--- config.mk ---
export PLATFORM = sky130hd
export DESIGN_NAME = can_frame_to_ascii_encoder_core_flat
export DESIGN_NICKNAME = d
export VERILOG_FILES = /design/src/sv/cfae_pkg.sv /design/src/sv/cfae_if.sv /design/src/sv/cfae_front.sv /design/src/sv/cfae_queue.sv /design/src/sv/cfae_back.sv /design/src/sv/can_frame_to_ascii_encoder_core.sv /design/src/flat_wrapper.sv
export VERILOG_INCLUDE_DIRS = /design/src /design/src/sv
export SDC_FILE = /design/constraint.sdc
export NUM_CORES = 1
export LEC_CHECK = 0
export ABC_CLOCK_PERIOD_IN_PS = 7100
export BUFFER_PORTS_ARGS = -buffer_cell sky130_fd_sc_hd__buf_2
export CELL_PAD_IN_SITES_DETAIL_PLACEMENT = 1
export CELL_PAD_IN_SITES_GLOBAL_PLACEMENT = 1
export CORE_MARGIN = 1
export CORE_UTILIZATION = 40
export DETAILED_ROUTE_END_ITERATION = 16
export PLACE_DENSITY_LB_ADDON = 0.1
export SYNTH_ARGS = -nofsm -noshare
export SYNTH_HDL_FRONTEND = slang
export SYNTH_SLANG_ARGS = --single-unit
--- constraint.sdc ---
create_clock -name clk -period 7.1 [get_ports clk]
set_clock_uncertainty 0.2 [all_clocks]
set_input_delay 0.355 -clock clk [delete_from_list [all_inputs] [get_ports clk]]
set_output_delay 0.355 -clock clk [all_outputs]
set_load 0.02 [all_outputs]
--- src/sv/assert_macros.svh ---
// assertion macros shared by the encoder modules
`ifndef ASSERT_MACROS_SVH
`define ASSERT_MACROS_SVH

// implication checked on every clock edge outside reset
`define CFAE_ASSERT(label, prop, msg) \
  label: assert property (@(posedge clk) disable iff (!rst_n) (prop)) else $error(msg);

// implication checked in the cycle after the trigger, outside reset
`define CFAE_ASSERT_NEXT(label, trig, prop, msg) \
  label: assert property (@(posedge clk) disable iff (!rst_n) (trig) |=> (prop)) \
    else $error(msg);

`endif

--- src/sv/cfae_pkg.sv ---
// types, constants and helpers shared by the frame-to-ascii encoder
`timescale 1ns / 1ps

package cfae_pkg;

  // type letters
  localparam logic [6:0] CHAR_STD_DATA = 7'h74;  // t
  localparam logic [6:0] CHAR_STD_RTR  = 7'h72;  // r
  localparam logic [6:0] CHAR_EXT_DATA = 7'h54;  // T
  localparam logic [6:0] CHAR_EXT_RTR  = 7'h52;  // R

  // identifier bit positions
  localparam int unsigned ID_EXT_BIT = 31;
  localparam int unsigned ID_RTR_BIT = 30;
  localparam int unsigned ID_ERR_BIT = 29;

  // id digit counts and data byte limit
  localparam logic [4:0] DIGITS_EXT  = 5'd8;
  localparam logic [4:0] DIGITS_STD  = 5'd3;
  localparam logic [6:0] MAX_BYTES   = 7'd8;
  localparam logic [6:0] MAX_LEN_RST = 7'd8;

  // queue depth between front and back
  localparam logic [1:0] QUEUE_DEPTH = 2'd2;

  // classified frame handed from front to back
  typedef struct packed {
    logic [6:0]  letter;
    logic [31:0] idv;
    logic        ext;       // eight id digits, else three
    logic [3:0]  dlc;
    logic [63:0] data;
    logic [4:0]  last_pos;  // index of the final character
  } desc_t;

  // nibble to uppercase hex character
  function automatic logic [6:0] hex_char(input logic [3:0] v);
    logic [6:0] v7;
    v7 = {3'b000, v};
    if (v < 4'd10) return 7'h30 + v7;
    else return 7'h37 + v7;
  endfunction

endpackage

--- src/sv/cfae_if.sv ---
// valid/ready channels for frames in and characters out
`timescale 1ns / 1ps

// frame word channel
interface cfae_in_if;
  logic        valid;
  logic        ready;
  logic [31:0] can_id;
  logic [3:0]  dlc;
  logic [63:0] data;

  modport source (output valid, output can_id, output dlc, output data, input ready);
  modport sink   (input valid, input can_id, input dlc, input data, output ready);
endinterface

// character word channel
interface cfae_out_if;
  logic       valid;
  logic       ready;
  logic [6:0] char_out;
  logic       last;

  modport source (output valid, output char_out, output last, input ready);
  modport sink   (input valid, input char_out, input last, output ready);
endinterface

--- src/sv/cfae_front.sv ---
// front end: accepts frame words and classifies them into descriptors
`timescale 1ns / 1ps

module cfae_front (
  input  logic            clk,
  input  logic            rst_n,
  cfae_in_if.sink         in_frame,
  input  logic [6:0]      max_len,
  output logic            desc_valid,
  output cfae_pkg::desc_t desc,
  input  logic            desc_ready
);

  logic            valid_r;
  logic            valid_nxt;
  cfae_pkg::desc_t desc_r;
  cfae_pkg::desc_t desc_nxt;
  logic            accept;

  logic        remote;
  logic        err;
  logic        ext_or_err;
  logic [6:0]  dlc_w;
  logic [6:0]  min_len;
  logic [3:0]  len;
  logic [4:0]  digits;

  // stage holds one descriptor until the queue takes it
  assign in_frame.ready = !valid_r || desc_ready;
  assign accept         = in_frame.valid && in_frame.ready;
  assign desc_valid     = valid_r;
  assign desc           = desc_r;

  // classify the frame
  always_comb begin
    remote     = (max_len == cfae_pkg::MAX_LEN_RST) && in_frame.can_id[cfae_pkg::ID_RTR_BIT];
    err        = in_frame.can_id[cfae_pkg::ID_ERR_BIT];
    ext_or_err = in_frame.can_id[cfae_pkg::ID_EXT_BIT] || err;
    dlc_w      = {3'b000, in_frame.dlc};
    min_len    = (dlc_w < max_len) ? dlc_w : max_len;
    if (remote) len = 4'd0;
    else if (min_len > cfae_pkg::MAX_BYTES) len = cfae_pkg::MAX_BYTES[3:0];
    else len = min_len[3:0];
    digits = ext_or_err ? cfae_pkg::DIGITS_EXT : cfae_pkg::DIGITS_STD;

    desc_nxt.ext  = ext_or_err;
    desc_nxt.dlc  = in_frame.dlc;
    desc_nxt.data = in_frame.data;
    if (ext_or_err) begin
      desc_nxt.letter = remote ? cfae_pkg::CHAR_EXT_RTR : cfae_pkg::CHAR_EXT_DATA;
      desc_nxt.idv    = err ? {2'b00, in_frame.can_id[29:0]} : {3'b000, in_frame.can_id[28:0]};
    end else begin
      desc_nxt.letter = remote ? cfae_pkg::CHAR_STD_RTR : cfae_pkg::CHAR_STD_DATA;
      desc_nxt.idv    = {21'd0, in_frame.can_id[10:0]};
    end
    desc_nxt.last_pos = digits + 5'd1 + {len, 1'b0};
  end

  // stage valid flag
  always_comb begin
    valid_nxt = valid_r;
    if (accept) valid_nxt = 1'b1;
    else if (desc_ready) valid_nxt = 1'b0;
  end

  always_ff @(posedge clk) begin
    if (!rst_n) valid_r <= 1'b0;
    else valid_r <= valid_nxt;
  end

  // descriptor payload
  always_ff @(posedge clk) begin
    if (accept) desc_r <= desc_nxt;
  end

endmodule

--- src/sv/cfae_queue.sv ---
// two-entry descriptor queue between front and back
`timescale 1ns / 1ps

`include "assert_macros.svh"

module cfae_queue (
  input  logic            clk,
  input  logic            rst_n,
  input  logic            push,
  input  cfae_pkg::desc_t push_desc,
  output logic            not_full,
  input  logic            pop,
  output logic            not_empty,
  output cfae_pkg::desc_t head
);

  cfae_pkg::desc_t mem [2];
  logic       wr_ptr_r;
  logic       wr_ptr_nxt;
  logic       rd_ptr_r;
  logic       rd_ptr_nxt;
  logic [1:0] count_r;
  logic [1:0] count_nxt;
  logic       do_push;
  logic       do_pop;

  assign not_full  = count_r != cfae_pkg::QUEUE_DEPTH;
  assign not_empty = count_r != 2'd0;
  assign do_push   = push && not_full;
  assign do_pop    = pop && not_empty;
  assign head      = mem[rd_ptr_r];

  // pointers and fill count
  always_comb begin
    wr_ptr_nxt = do_push ? !wr_ptr_r : wr_ptr_r;
    rd_ptr_nxt = do_pop ? !rd_ptr_r : rd_ptr_r;
    count_nxt  = count_r + {1'b0, do_push} - {1'b0, do_pop};
  end

  always_ff @(posedge clk) begin
    if (!rst_n) begin
      wr_ptr_r <= 1'b0;
      rd_ptr_r <= 1'b0;
      count_r  <= 2'd0;
    end else begin
      wr_ptr_r <= wr_ptr_nxt;
      rd_ptr_r <= rd_ptr_nxt;
      count_r  <= count_nxt;
    end
  end

  // storage
  always_ff @(posedge clk) begin
    if (do_push) mem[wr_ptr_r] <= push_desc;
  end

  `CFAE_ASSERT(a_no_push_full, !(push && !not_full), "push into full queue")
  `CFAE_ASSERT(a_no_pop_empty, !(pop && !not_empty), "pop from empty queue")

endmodule

--- src/sv/cfae_back.sv ---
// back end: walks a descriptor and emits one character per cycle while the output is not stalled
`timescale 1ns / 1ps

`include "assert_macros.svh"

module cfae_back (
  input  logic            clk,
  input  logic            rst_n,
  input  logic            desc_valid,
  input  cfae_pkg::desc_t desc,
  output logic            desc_pop,
  cfae_out_if.source      out_char
);

  logic [4:0] pos_r;
  logic [4:0] pos_nxt;
  logic       valid_r;
  logic       valid_nxt;
  logic [6:0] char_r;
  logic       last_r;

  logic       advance;
  logic       is_last;
  logic [4:0] digits;
  logic [4:0] id_idx;
  logic [4:0] byte_pos;
  logic [3:0] data_nib;
  logic [6:0] char_sel;

  assign out_char.valid    = valid_r;
  assign out_char.char_out = char_r;
  assign out_char.last     = last_r;

  assign advance  = desc_valid && (!valid_r || out_char.ready);
  assign is_last  = pos_r == desc.last_pos;
  assign desc_pop = advance && is_last;

  // pick the character at the current position
  always_comb begin
    digits   = desc.ext ? cfae_pkg::DIGITS_EXT : cfae_pkg::DIGITS_STD;
    id_idx   = digits - pos_r;
    byte_pos = pos_r - digits - 5'd2;
    data_nib = {byte_pos[3:1], ~byte_pos[0]};
    priority if (pos_r == 5'd0) begin
      char_sel = desc.letter;
    end else if (pos_r <= digits) begin
      char_sel = cfae_pkg::hex_char(desc.idv[{id_idx[2:0], 2'b00} +: 4]);
    end else if (pos_r == digits + 5'd1) begin
      char_sel = cfae_pkg::hex_char(desc.dlc);
    end else begin
      char_sel = cfae_pkg::hex_char(desc.data[{data_nib, 2'b00} +: 4]);
    end
  end

  // position counter and output register flag
  always_comb begin
    pos_nxt   = pos_r;
    valid_nxt = valid_r;
    if (advance) begin
      valid_nxt = 1'b1;
      pos_nxt   = is_last ? 5'd0 : pos_r + 5'd1;
    end else if (out_char.ready) begin
      valid_nxt = 1'b0;
    end
  end

  always_ff @(posedge clk) begin
    if (!rst_n) begin
      pos_r   <= 5'd0;
      valid_r <= 1'b0;
    end else begin
      pos_r   <= pos_nxt;
      valid_r <= valid_nxt;
    end
  end

  // output word payload
  always_ff @(posedge clk) begin
    if (advance) begin
      char_r <= char_sel;
      last_r <= is_last;
    end
  end

  `CFAE_ASSERT(a_pos_in_frame, !desc_valid || (pos_r <= desc.last_pos), "position past frame end")
  `CFAE_ASSERT_NEXT(a_pos_wraps, desc_pop, (pos_r == 5'd0) && last_r, "frame end not restarted")

endmodule

--- src/sv/can_frame_to_ascii_encoder_core.sv ---
// top level of the can frame to serial-line ascii encoder
`timescale 1ns / 1ps

// Turns each accepted CAN frame word into slcan-style ASCII text, one
// character per output word, with last set on the final character. A frame
// gives between 5 and 26 characters (type letter, 3 or 8 id digits, length
// digit, two digits per data byte), and the back-end sequencer emits one
// character per cycle while the output is ready, so a queued frame follows
// the previous one with no gap. The front end classifies the next frame and
// a two-entry queue holds it while the current one is being sent. max_len
// is written through cfg_we/cfg_wdata and resets to 8; the user must write
// it only while idle, since the block itself does not enforce this.
module can_frame_to_ascii_encoder_core (
  input  logic       clk,
  input  logic       rst_n,
  cfae_in_if.sink    in_frame,
  cfae_out_if.source out_char,
  input  logic       cfg_we,
  input  logic [6:0] cfg_wdata
);

  logic [6:0]      max_len_r;
  logic [6:0]      max_len_nxt;
  logic            f_valid;
  cfae_pkg::desc_t f_desc;
  logic            q_not_full;
  logic            q_not_empty;
  logic            q_pop;
  cfae_pkg::desc_t q_head;

  // configuration register
  assign max_len_nxt = cfg_we ? cfg_wdata : max_len_r;

  always_ff @(posedge clk) begin
    if (!rst_n) max_len_r <= cfae_pkg::MAX_LEN_RST;
    else max_len_r <= max_len_nxt;
  end

  // front end
  cfae_front u_front (
    .clk        (clk),
    .rst_n      (rst_n),
    .in_frame   (in_frame),
    .max_len    (max_len_r),
    .desc_valid (f_valid),
    .desc       (f_desc),
    .desc_ready (q_not_full)
  );

  // descriptor queue, pushed only when it has room
  cfae_queue u_queue (
    .clk       (clk),
    .rst_n     (rst_n),
    .push      (f_valid && q_not_full),
    .push_desc (f_desc),
    .not_full  (q_not_full),
    .pop       (q_pop),
    .not_empty (q_not_empty),
    .head      (q_head)
  );

  // back end
  cfae_back u_back (
    .clk        (clk),
    .rst_n      (rst_n),
    .desc_valid (q_not_empty),
    .desc       (q_head),
    .desc_pop   (q_pop),
    .out_char   (out_char)
  );

endmodule
--- src/flat_wrapper.sv ---
// flat-port wrapper written by rule: the top's interface ports become plain ports
module can_frame_to_ascii_encoder_core_flat 
  (clk, rst_n, cfg_we, cfg_wdata, in_frame_valid, in_frame_can_id, in_frame_dlc, in_frame_data, in_frame_ready, out_char_valid, out_char_char_out, out_char_last, out_char_ready);
  cfae_in_if in_frame_i ();
  cfae_out_if out_char_i ();
  input  logic clk;
  input  logic rst_n;
  input  logic cfg_we;
  input  logic [6:0] cfg_wdata;
  input wire logic [$bits(in_frame_i.valid)-1:0] in_frame_valid;
  input wire logic [$bits(in_frame_i.can_id)-1:0] in_frame_can_id;
  input wire logic [$bits(in_frame_i.dlc)-1:0] in_frame_dlc;
  input wire logic [$bits(in_frame_i.data)-1:0] in_frame_data;
  output wire logic [$bits(in_frame_i.ready)-1:0] in_frame_ready;
  output wire logic [$bits(out_char_i.valid)-1:0] out_char_valid;
  output wire logic [$bits(out_char_i.char_out)-1:0] out_char_char_out;
  output wire logic [$bits(out_char_i.last)-1:0] out_char_last;
  input wire logic [$bits(out_char_i.ready)-1:0] out_char_ready;
  assign in_frame_i.valid = in_frame_valid;
  assign in_frame_i.can_id = in_frame_can_id;
  assign in_frame_i.dlc = in_frame_dlc;
  assign in_frame_i.data = in_frame_data;
  assign in_frame_ready = in_frame_i.ready;
  assign out_char_valid = out_char_i.valid;
  assign out_char_char_out = out_char_i.char_out;
  assign out_char_last = out_char_i.last;
  assign out_char_i.ready = out_char_ready;
  can_frame_to_ascii_encoder_core u_core (.clk(clk), .rst_n(rst_n), .in_frame(in_frame_i), .out_char(out_char_i), .cfg_we(cfg_we), .cfg_wdata(cfg_wdata));
endmodule
==> key figures <==
Clocking
  – Largest buffer count on any clock path: 3
  – Post-CTS Hold Buffers: between 100 and 150
  – Clock tree from TritonCTS: built
  – Clock input transition at the sequential cells of the worst setup and hold paths: 0.06 ns
  – Num CTS Buffers: 38
  – Number of gates resized after CTS: 0
  – Deepest level of the CTS H-tree: 2
  – Clk sink count: 345
  – Master cell of the clock root buffer: sky130_fd_sc_hd__clkbuf_16
  – Clk Latency, worst-skew pair: 0.51 ns
  – Post-CTS setup-driven buffer insertion count: 0

Drt
  – DRT iter0 DRCs: 411
  – Routed wire per std cell: 19.36 microns
  – First-pass DRT Iterations: 4
  – Final wirelength: roughly 27000 microns
  – Remaining routing DRC violations: 0
  – Residual antenna-violating net count after detailed routing: 0
  – Via density per instance: 4.914
  – Overall via count from detail_route: between 6000 and 7000

Critical path
  – Crit Path Category: reg -> reg
  – CP Capture Type: flop
  – Category of the worst setup path launch point: flop
  – Required time at the worst-slack endpoint: 7.15 ns
  – Maximum net fanout on the critical path: 25
  – Critical path arrival: around 5 ns

Finish
  – Count of nets after finishing: around 1100
  – Final core occ: 51.27%
  – Layout cell share with drive strength beyond 1: 26.31%
  – Synthesis-to-finish area growth: 25.87%
  – Final standard cell area without fillers: 0.01668 sq mm
  – Antenna cell count: 0

Synth
  – Top area cells in the synthesized netlist: sky130_fd_sc_hd__edfxtp_1 74%, sky130_fd_sc_hd__mux4_2 8.3%, sky130_fd_sc_hd__dfxtp_1 2.9%
  – Number of distinct library cells after synthesis: 50
  – Number of nets in the synthesized netlist: 808
  – Async SR Flop Fraction: 0%
  – Syn Inst Count: 675
  – Share of the yosys chip area belonging to registers: 76.73%
  – Most repeated cell in the gate-level netlist after synthesis: sky130_fd_sc_hd__edfxtp_1
  – Number of synthesized register bits: ~350
  – Count of flip-flops with a built-in enable after synthesis: between 300 and 400
  – Proportion of netlist area held by the largest area contributor: between 70% and 80%
  – Leading cell types by count after synthesis: 326 x sky130_fd_sc_hd__edfxtp_1, 49 x sky130_fd_sc_hd__mux4_2, 26 x sky130_fd_sc_hd__mux2i_1
  – Average footprint of a synthesized cell: 19.64 sq um
  – Biggest area consumer among synthesized cells: sky130_fd_sc_hd__edfxtp_1
  – Commonest register cell after synthesis: sky130_fd_sc_hd__edfxtp_1
  – Number of warning messages in the yosys log: 0
  – Cell area after synthesis: between 0.01 and 0.015 sq mm

Flow run
  – Total of max-cap violations: 0

Power and ir drop
  – Internal Pwr Total: just under 4000 uW
  – Peak supply drop: 0.2826 mV
  – Switching fraction of total power: 22.55%
  – Power share of the combinational group: a little under an eighth
  – Clock share of power: 39.8%
  – Sequential group share of total power: between 40% and 50%
  – P_leak: 0.005866 uW
  – Power per Cell Area: 297.6 mW/mm^2
  – NetSw: between 1000 and 1500 uW

Timing
  – Fin Setup TNS: 0 ns
  – Hold Vio Cnt, Final: 0
  – Setup repair after global routing missed its margin: false
  – Worst Max-Slew Pin Slew: between 0.9 and 1 ns
  – Part of the cycle the worst path needs: 71.84%
  – Worst rel slew slack: a little over a third
  – Number of setup violations in the final report: 0
  – Minimum setup slack in the final design: 1.999 ns
  – Worst hold margin: 0.02622 ns
  – Fin crit period: 5.101 ns
  – Max Slew Vio Count: 0
  – Fmax: between 150 and 200 MHz

Global routing
  – Global-route wire length before repair: about 42000 microns
  – Initial antenna violation count: 0
  – Total congestion overflow: 0
  – Global routing usage summed across all routing layers: between 10% and 20%
  – Largest net degree at the start of global routing: just under 70
  – Number of global-route vias before repair: roughly 7500

Floorplan
  – Number of primary I/O pins: 122
  – DIE HEIGHT: 184.0 microns
  – Initial core utilization: between 40% and 50%
  – Total Die Area: 0.03387 sq mm
  – Core Region: 0.03254 sq mm
  – Number of cell rows: 66
  – Die W: 184.0 microns

Placement
  – IO Port Bufs: 121
  – Detailed placer's ending HPWL: 16400 microns
  – DP Worst Slack: between 1.5 and 2 ns
  – Area after detailed placement: roughly 0.014 sq mm
  – Final weighted congestion in routability-driven placement: approximately 0.8

Hold path
  – Path category of the worst min-delay check: in -> reg

Outcome
  – Outcome: completed
-- path summary, 6_finish.rpt --
kind | from | to | slack [ns] | cells after the start
setup reg to reg | flop | u_core.u_back.out_char.char_out[2]$_DFFE_PP_ | 2.00 | 14
hold / removal | rst_n | u_core.u_queue.wr_ptr_r$_SDFFE_PN0P_ | 0.03 | 2
hold reg to reg | u_core.u_front.desc[89]$_SDFFCE_PP0P_ | u_core.u_queue.mem[1][89]$_DFFE_PP_ | 0.25 | 0
setup / recovery | flop | u_core.u_back.out_char.char_out[2]$_DFFE_PP_ | 2.00 | 14
-- per-stage QoR --
step,total power [uW],std cells
3_5_place_dp,2994,1221
3_3_place_gp,2967,1221
6_report,4965,1396
4_1_cts,5030,1396
2_1_floorplan,2820,675
5_1_grt,5153,1396
-- cells in the final DEF (no fill, tap or decap), types with 18 or more instances in the layout --
cell type,count
sky130_fd_sc_hd__ha_1,18
sky130_fd_sc_hd__edfxtp_1,326
sky130_fd_sc_hd__and2_1,23
sky130_fd_sc_hd__clkbuf_16,38
sky130_fd_sc_hd__dfxtp_1,18
sky130_fd_sc_hd__mux2i_1,26
sky130_fd_sc_hd__inv_1,20
sky130_fd_sc_hd__mux4_2,49
sky130_fd_sc_hd__dlygate4sd3_1,108
sky130_fd_sc_hd__buf_2,121
-- cells by family (layout without fill, tap and decap cells) --
group | count (synthesis) | count (layout) | share of synthesized area, %
compound gates | 58 | 58 | 2.898
xor+xnor | 19 | 19 | 1.256
fa+ha+maj | 21 | 21 | 2.096
buf+inv | 44 | 323 | 1.595
flops | 345 | 345 | 76.73
mux | 85 | 85 | 11.16
simple gates | 103 | 103 | 4.267
-- power by group through the flow --
stage          clock, uW  sequential, uW  combinational, uW
3_5_place_dp           0            2440                553
6_report            1980            2400                590
2_1_floorplan          0            2430                385
4_1_cts             2030            2400                601
3_3_place_gp           0            2430                534
5_1_grt             2100            2410                645
-- routing by layer --
metal | track usage (%) | wire length (microns) | up-vias
li1 | - | - | 3173
met1 | 21.10 | 11800 | 3491
met2 | 28.24 | 13450 | 156
met3 | 2.714 | 1278 | 40
met4 | 4.800 | 501 | 0
met5 | 0 | 0 | -
-- state kept, by name, summed over array words and instances, names as in the netlist, named ones only --
signal	flops
u_core.u_back.out_char.valid	1
u_core.u_queue.wr_ptr_r	1
u_core.u_back.pos_r	5
u_core.u_queue.count_r	2
u_core.u_queue.mem	212
u_core.max_len_r	7
u_core.u_back.out_char.last	1
u_core.u_front.desc	106
u_core.u_queue.rd_ptr_r	1
u_core.u_back.out_char.char_out	7
u_core.u_front.desc_valid	1
-- area by class of cell --
| class | instances | area [sq um] |
|---|---|---|
| multi-input cells | 286 | 2890 |
| well taps | 442 | 553.0 |
| clock buffers | 47 | 994.7 |
| inverters | 20 | 75.07 |
| clock inverters | 20 | 256.5 |
| repair buffers | 236 | 1739 |
| flip-flops and latches | 345 | 10170 |
| fillers | 3069 | 15850 |
-- critical path: stages, from the launching register on --
cell                       delay (ns)
sky130_fd_sc_hd__dfxtp_4         0.56
sky130_fd_sc_hd__mux2i_1         0.56
sky130_fd_sc_hd__ha_1            0.28
sky130_fd_sc_hd__inv_1           0.05
sky130_fd_sc_hd__ha_2            0.94
sky130_fd_sc_hd__mux4_2          0.37
sky130_fd_sc_hd__mux2_2          0.16
sky130_fd_sc_hd__o22ai_1         0.10
sky130_fd_sc_hd__a211oi_1        0.59
sky130_fd_sc_hd__inv_1           0.10
sky130_fd_sc_hd__ha_1            0.25
sky130_fd_sc_hd__and4b_1         0.21
sky130_fd_sc_hd__o21ai_0         0.22
sky130_fd_sc_hd__o211a_1         0.18
sky130_fd_sc_hd__o22ai_1         0.09
Power figures use the tool's default switching activity.
